**src/rtl/bitmap_page_frame_allocator_assert.svh**
```systemverilog
// Assertion macros used by the page frame allocator datapath (bpfa_dp).
// Expects clk and rst_n in the scope where a macro is used.
`ifndef BITMAP_PAGE_FRAME_ALLOCATOR_ASSERT_SVH
`define BITMAP_PAGE_FRAME_ALLOCATOR_ASSERT_SVH

// same-cycle implication
`define BPFA_ASSERT_IMP(lbl, ante, cons) \
  lbl: assert property (@(posedge clk) disable iff (!rst_n) (ante) |-> (cons)) \
    else $error("bpfa assertion failed");

// next-cycle implication
`define BPFA_ASSERT_NXT(lbl, ante, cons) \
  lbl: assert property (@(posedge clk) disable iff (!rst_n) (ante) |=> (cons)) \
    else $error("bpfa assertion failed");

`endif

```
**src/rtl/bpfa_pkg.sv**
```systemverilog
// Shared types and constants of the bitmap page frame allocator.
// No dependencies.
package bpfa_pkg;

  localparam int PAGE_W   = 15;
  localparam int OP_W     = 2;
  localparam int STATUS_W = 2;

  typedef enum logic [OP_W-1:0] {
    OP_ALLOC = 2'd0,
    OP_FREE  = 2'd1,
    OP_MARK  = 2'd2
  } op_t;

  typedef enum logic [STATUS_W-1:0] {
    ST_OK    = 2'd0,
    ST_OOM   = 2'd1,
    ST_RANGE = 2'd2
  } status_t;

  typedef enum logic [10:0] {
    S_CLEAR    = 11'b000_0000_0001,
    S_IDLE     = 11'b000_0000_0010,
    S_DECODE   = 11'b000_0000_0100,
    S_DIV1     = 11'b000_0000_1000,
    S_DIV2     = 11'b000_0001_0000,
    S_RMW_RD   = 11'b000_0010_0000,
    S_RMW_WR   = 11'b000_0100_0000,
    S_SCAN_RD  = 11'b000_1000_0000,
    S_SCAN_CK  = 11'b001_0000_0000,
    S_ALLOC_WR = 11'b010_0000_0000,
    S_RESULT   = 11'b100_0000_0000
  } state_t;

  // controller -> datapath
  typedef struct packed {
    logic clr_step;
    logic capture;
    logic fast_load;
    logic range_err;
    logic oom;
    logic div1;
    logic div2;
    logic rmw_rd;
    logic rmw_wr;
    logic scan_start;
    logic scan_rd;
    logic scan_ck;
    logic scan_next;
    logic alloc_wr;
    logic load_out;
  } cmd_t;

  // datapath -> controller
  typedef struct packed {
    logic            clr_last;
    logic [OP_W-1:0] op;
    logic            out_of_range;
    logic            fast_pending;
    logic            map_empty;
    logic            word_nonzero;
    logic            scan_last;
    logic            out_free;
  } sts_t;

endpackage

```
**src/rtl/bpfa_ctrl.sv**
```systemverilog
// Sequencer of the page frame allocator: clearing pass, decode, divide,
// read-modify-write and word scan. Depends on bpfa_pkg.
module bpfa_ctrl import bpfa_pkg::*; (
  input  logic clk,
  input  logic rst_n,
  input  logic in_tvalid,
  output logic in_tready,
  input  sts_t sts,
  output cmd_t cmd
);

  state_t state_r, state_nxt;

  always_ff @(posedge clk) begin
    if (!rst_n) begin
      state_r <= S_CLEAR;
    end else begin
      state_r <= state_nxt;
    end
  end

  assign in_tready = (state_r == S_IDLE);

  always_comb begin
    state_nxt = state_r;
    cmd       = '0;
    case (state_r)
      S_CLEAR: begin
        cmd.clr_step = 1'b1;
        if (sts.clr_last) state_nxt = S_IDLE;
      end
      S_IDLE: begin
        if (in_tvalid) begin
          cmd.capture = 1'b1;
          state_nxt   = S_DECODE;
        end
      end
      S_DECODE: begin
        case (sts.op)
          OP_ALLOC: begin
            if (sts.fast_pending) begin
              cmd.fast_load = 1'b1;
              state_nxt     = S_DIV1;
            end else if (sts.map_empty) begin
              cmd.oom   = 1'b1;
              state_nxt = S_RESULT;
            end else begin
              cmd.scan_start = 1'b1;
              state_nxt      = S_SCAN_RD;
            end
          end
          OP_FREE, OP_MARK: begin
            if (sts.out_of_range) begin
              cmd.range_err = 1'b1;
              state_nxt     = S_RESULT;
            end else begin
              state_nxt = S_DIV1;
            end
          end
          default: state_nxt = S_RESULT;
        endcase
      end
      S_DIV1: begin
        cmd.div1  = 1'b1;
        state_nxt = S_DIV2;
      end
      S_DIV2: begin
        cmd.div2  = 1'b1;
        state_nxt = S_RMW_RD;
      end
      S_RMW_RD: begin
        cmd.rmw_rd = 1'b1;
        state_nxt  = S_RMW_WR;
      end
      S_RMW_WR: begin
        cmd.rmw_wr = 1'b1;
        state_nxt  = S_RESULT;
      end
      S_SCAN_RD: begin
        cmd.scan_rd = 1'b1;
        state_nxt   = S_SCAN_CK;
      end
      S_SCAN_CK: begin
        cmd.scan_ck = 1'b1;
        if (sts.word_nonzero) begin
          state_nxt = S_ALLOC_WR;
        end else if (sts.scan_last) begin
          cmd.oom   = 1'b1;
          state_nxt = S_RESULT;
        end else begin
          cmd.scan_next = 1'b1;
          state_nxt     = S_SCAN_RD;
        end
      end
      S_ALLOC_WR: begin
        cmd.alloc_wr = 1'b1;
        state_nxt    = S_RESULT;
      end
      S_RESULT: begin
        if (sts.out_free) begin
          cmd.load_out = 1'b1;
          state_nxt    = S_IDLE;
        end
      end
      default: state_nxt = S_CLEAR;
    endcase
  end

endmodule

```
**config.mk**
```make
export PLATFORM = sky130hd
export DESIGN_NAME = bpfa_ctrl
export DESIGN_NICKNAME = d
export VERILOG_FILES = /design/src/rtl/bitmap_page_frame_allocator_assert.svh /design/src/rtl/bpfa_pkg.sv /design/src/rtl/bpfa_ctrl.sv
export SDC_FILE = /design/constraint.sdc
export NUM_CORES = 1
export LEC_CHECK = 0
export BUFFER_PORTS_ARGS = -buffer_cell sky130_fd_sc_hd__buf_4
export CAP_MARGIN = 30
export CELL_PAD_IN_SITES_DETAIL_PLACEMENT = 1
export CELL_PAD_IN_SITES_GLOBAL_PLACEMENT = 1
export CORE_UTILIZATION = 30
export DETAILED_ROUTE_END_ITERATION = 8
export HOLD_SLACK_MARGIN = 0.05
export PLACE_DENSITY = 0.73
export SLEW_MARGIN = 20
export SYNTH_ARGS = -nofsm -noshare
export SYNTH_HDL_FRONTEND = slang
export SYNTH_SLANG_ARGS = --single-unit
```
**constraint.sdc**
```tcl
create_clock -name clk -period 1.7 [get_ports clk]
set_input_delay 0.17 -clock clk [delete_from_list [all_inputs] [get_ports clk]]
set_output_delay 0.17 -clock clk [all_outputs]
set_load 0.01 [all_outputs]
```
# ---- After elaboration in Yosys (flattened, before gate mapping)
# Cells that the tools add are included.
dict set report word_totals {
  ff_bits 11
  latch_bits 0
  mem_bits_rw 0
  mem_bits_ro 0
  in_bits 12
  word_cells 60
  mem_count 0
}
dict set report op_classes {
  add_sub_neg 0
  mul 0
  div 0
  n_lt_le_gt_ge 0
  n_eq_ne 16
  shift 0
  muxes 39
  bitwise 0
  n_reduce_logical 4
}
# op n
set op_table {}
lappend op_table {{$pmux W11 S10} 1}
lappend op_table {{$mux W11} 8}
lappend op_table {{$mux W1} 26}
lappend op_table {{$pmux W11 S2} 1}
lappend op_table {{$eq A11 B1 Y1 const B} 1}
lappend op_table {{$eq A11 B10 Y1 const B} 1}
lappend op_table {{$eq A11 B11 Y1 const B} 1}
lappend op_table {{$eq A11 B2 Y1 const B} 1}
lappend op_table {{$eq A11 B3 Y1 const B} 1}
lappend op_table {{$eq A11 B4 Y1 const B} 1}
lappend op_table {{$eq A11 B5 Y1 const B} 1}
lappend op_table {{$eq A11 B6 Y1 const B} 1}
lappend op_table {{$eq A11 B7 Y1 const B} 1}
lappend op_table {{$eq A11 B8 Y1 const B} 1}
lappend op_table {{$eq A11 B9 Y1 const B} 1}
lappend op_table {{$ne A2 B2 Y1 const B} 3}
lappend op_table {{$mux W2} 2}
lappend op_table {{$reduce_or A2 Y1} 2}
lappend op_table {{$reduce_and A3 Y1} 1}
lappend op_table {{$eq A2 B1 Y1 const B} 1}
lappend op_table {{$eq A2 B2 Y1 const B} 1}
lappend op_table {{$logic_not A2 Y1} 1}
lappend op_table {{$pmux W1 S2} 1}

# ---- Depth between registers and ports, before layout
dict set report depth {
  ltp_word 4
  depth_mapped 7
}

# ---- Least setup slack after synthesis
# No wires, ideal clock.
dict set report synth_path {
  kind {flip-flop to flip-flop}
  startpoint {register state_r[3]}
  endpoint {register state_r[7]}
  setup_ns 0.059
  arrival_time_ns 1.828
  t_required_ns 1.641
  setup_slack_ns -0.187
  path_stages_with_launch 7
  synth_period_minus_slack_ns 1.887
  path_cell_list {dfxtp_1 buf_6 nor4_1 nand2_1 and4bb_2 nor3b_1 o21ba_1}
}
dict set report synth_via {
  elab_chain_len 3
  elab_cells_between_ends 17
  cone_classes {eq/ne (14); mux (1); reduce/logical (2)}
}
# item line_no
set synth_rtl {}
lappend synth_rtl {{from (decl)} bpfa_ctrl.sv:12} ;# state_t state_r, state_nxt;
lappend synth_rtl {{from (signal assigned)} bpfa_ctrl.sv:18} ;# state_r <= state_nxt;
lappend synth_rtl {{$eq A11 B10 Y1 (tied with other cells)} bpfa_ctrl.sv:27} ;# case (state_r)
lappend synth_rtl {{$reduce_or A2 Y1 (no line) / $ne A2 B2 Y1 (equally long branches)} -}
lappend synth_rtl {{$pmux W11 S10 / $reduce_and A3 Y1 (equally long branches)} -}
# Parallel ways exist; a longest one is shown, timed or not.
# A chain may end at the register's enable or synchronous reset.

==> results.cfg <==
[outcome]
run_status = complete, but fails checks
failed_checks = setup timing

[yosys]
synth_cells = 101
yosysWarnings = 0
syn_avg_cell_area_um2 = 8.49
netlist_area_um2 = 857
ys.flop_type = sky130_fd_sc_hd__dfxtp_1
synth-async-reset-ratio_pct = 0
netlist_top_cells_count = sky130_fd_sc_hd__dfxtp_1 (11), sky130_fd_sc_hd__nor2_1 (9), sky130_fd_sc_hd__nor3_1 (6)
synth_sequential_area_ratio_pct = 25.7
yosys.area.top_type_share_pct = 25.7
synth_area_leader_cell = sky130_fd_sc_hd__dfxtp_1
synth-edff-count = 0
ys_seq_elements = 11
synth.top_cells.by_area = sky130_fd_sc_hd__dfxtp_1 (26%), sky130_fd_sc_hd__nor4_4 (5.0%), sky130_fd_sc_hd__nor2_1 (3.9%)
syn-num-nets = 115
synth_most_common_cell = sky130_fd_sc_hd__dfxtp_1
synth_cell_types = 42

[setup_path]
worst_ep_required_time_ns = 1.53
worstPathMaxFanout = 6
timing.setup.critical_path_class = reg -> out
endpoint_kind = primary output
worst_setup_path_start_kind = register
crit_arrival_ns = 1.95

[cts]
cts_made_buffers = 3
clk_root_buffer_cell = sky130_fd_sc_hd__clkbuf_4
cts_tree = yes
cts_htree_levels = 1
cts.sinks = 11
worst_skew_pair.late_latency_ns = 0.29
worst_setup_hold_path_clk_slew_ns = 0.07
post_cts_hold_buffer_count = 0
clock_path_buffers = 2

[timing]
timing.final.ws_setup_ns = -0.416
tightestPinTransition_ns = 0.333
final_critical_path_time_including_i_o_delays_and_setup_ns = 2.12
hold_viol_final = 0
grt_setup_unrepaired = yes
relSlewSlack_pct = 77.7
maxClockFrequency_ghz = 0.473
setup_violations = 25
layout_worst_path_cycle_share_pct = 124
tns_ns = -4.46
clock_skew_ns = 0.0118
finalMaxSlewViolations = 0

[power]
peakVddDrop_mv = 0.754
cellPowerDensity_nw_per_um2 = 790
p_leak_nw = 0.760
finalPower_mw = 1.33

[final_layout]
biggestRegsByFlops = state_r (11)
registers.top_by_ff_count = state_r
drive_gt1_share_pct = 66.1
area_growth_synth_to_finish_pct = 96.9
number_of_flip_flops_in_the_largest_register = 11
final_nets = 183
diodes = 0
final-instance-count-excl-fill = 199
n_fill_cell = 306
utilization_pct = 61.7

[drt]
via_count = 1050
drtPass1Iterations = 4
post-route-drc-count = 0
drt-initial-drc-count = 43
vias_per_cell = 5.28
route.antenna.remaining_nets = 0
detail_route.wirelength_um = 3520
wl_per_cell_um = 17.7

[floorplanning]
die_w_um = 55.5
top_level_ports = 28
core_area_um2 = 2730
start_util_pct = 31.4
std_cell_rows = 19
dieHeight_um = 55.5
fp.dieArea_um2 = 3070

[worst_hold_path]
worst_hold_path_type = in -> reg

[global_route]
grt_pass1_wl_um = 5370
first_global_vias = 1085
number_of_antenna_violations_at_the_first_check_in_global_routing = 0
pin_count_of_the_biggest_net_entering_global_routing = 9
grt_overflow = 0
track_usage_pct = 23.0

[placement]
buffer_ports.inserted = 27
post_placement_cell_count = 180
detailedPlacementHpwl_um = 2220
gp_congestion = 0.834

[job]
maxCapViolCount = 0
-- logic make-up after synthesis --
kind of cell             share of synthesized area [%]
AO/OA/AOI/OAI                                     12.0
XOR/XNOR                                          6.13
adder cells (fa/ha/maj)                           2.92
flip-flops                                        25.7
AND/OR/NAND/NOR                                   48.0
buffers and inverters                             5.26
-- repair_timing --
item | 4_1_cts | 5_1_grt
cloned | 0 | 0
setup endpoints to repair | 25 | 25
pin swaps | 10 | 20
buffers inserted | 8 | 11
resized for setup | 35 | 31
-- per-stage QoR --
step           cell area, um2  worst slack, ns  hold WS [ns]
4_1_cts                  1520           -0.408         0.164
3_5_place_dp             1290           -0.245         0.432
5_1_grt                  1690           -0.460         0.175
3_3_place_gp             1290           -0.217         0.424
6_report                 1690           -0.416         0.164
2_1_floorplan             891          -0.0449         0.292
-- power breakdown --
group	total, mW	internal (mW)	switching [mW]
clock	0.196	0.0912	0.105
sequential	0.348	0.292	0.0566
combinational	0.790	0.435	0.355
total	1.33	0.818	0.516
-- final timing paths --
| kind | depth (start not counted) | to | from | slack [ns] |
|---|---|---|---|---|
| max | 6 | cmd[0] | state_r[9]$_SDFFE_PN0P_ | -0.42 |
| min | 2 | state_r[9]$_SDFFE_PN0P_ | sts[2] | 0.16 |
| max reg2reg | 6 | state_r[0]$_SDFFE_PN1P_ | state_r[9]$_SDFFE_PN0P_ | -0.20 |
| min reg2reg | 3 | state_r[8]$_SDFFE_PN0P_ | state_r[7]$_SDFFE_PN0P_ | 0.72 |
-- layout by cell type, fill, tap and decap left out, types with 3 or more instances in the layout --
cell,count
sky130_fd_sc_hd__a21oi_1,4
sky130_fd_sc_hd__buf_4,51
sky130_fd_sc_hd__buf_6,16
sky130_fd_sc_hd__clkbuf_4,3
sky130_fd_sc_hd__dfxtp_2,5
sky130_fd_sc_hd__dfxtp_4,5
sky130_fd_sc_hd__inv_1,4
sky130_fd_sc_hd__nand2_1,3
sky130_fd_sc_hd__nand2b_1,3
sky130_fd_sc_hd__nand3b_1,3
sky130_fd_sc_hd__nor2_1,8
sky130_fd_sc_hd__nor3_4,5
sky130_fd_sc_hd__nor4_4,4
sky130_fd_sc_hd__xnor2_1,3
sky130_fd_sc_hd__xor2_1,3
-- worst max-delay path, stage by stage (launching register included) --
cell,delay [ns]
sky130_fd_sc_hd__dfxtp_2,0.34
sky130_fd_sc_hd__buf_4,0.15
sky130_fd_sc_hd__or4_4,0.47
sky130_fd_sc_hd__nor3_4,0.23
sky130_fd_sc_hd__buf_4,0.17
sky130_fd_sc_hd__and4_1,0.18
sky130_fd_sc_hd__buf_4,0.12
-- layout make-up --
cell class	count	area [um2]	area share [%]
Clock buffer	4	26.3	1.56
Tap cell	31	38.8	2.30
Sequential cell	11	245	14.5
Inverter	5	18.8	1.11
Timing Repair Buffer	67	563	33.4
Multi-Input combinational cell	81	796	47.1
-- layer usage --
layer / GRT usage, % / up-vias / routed length, um
met5: 0 / - / 0
met4: 7.50 / 0 / 88
met3: 2.11 / 7 / 84
met2: 41.0 / 25 / 1810
met1: 28.9 / 507 / 1540
li1: - / 511 / -
No activity file was read; power rests on OpenSTA's default activity.
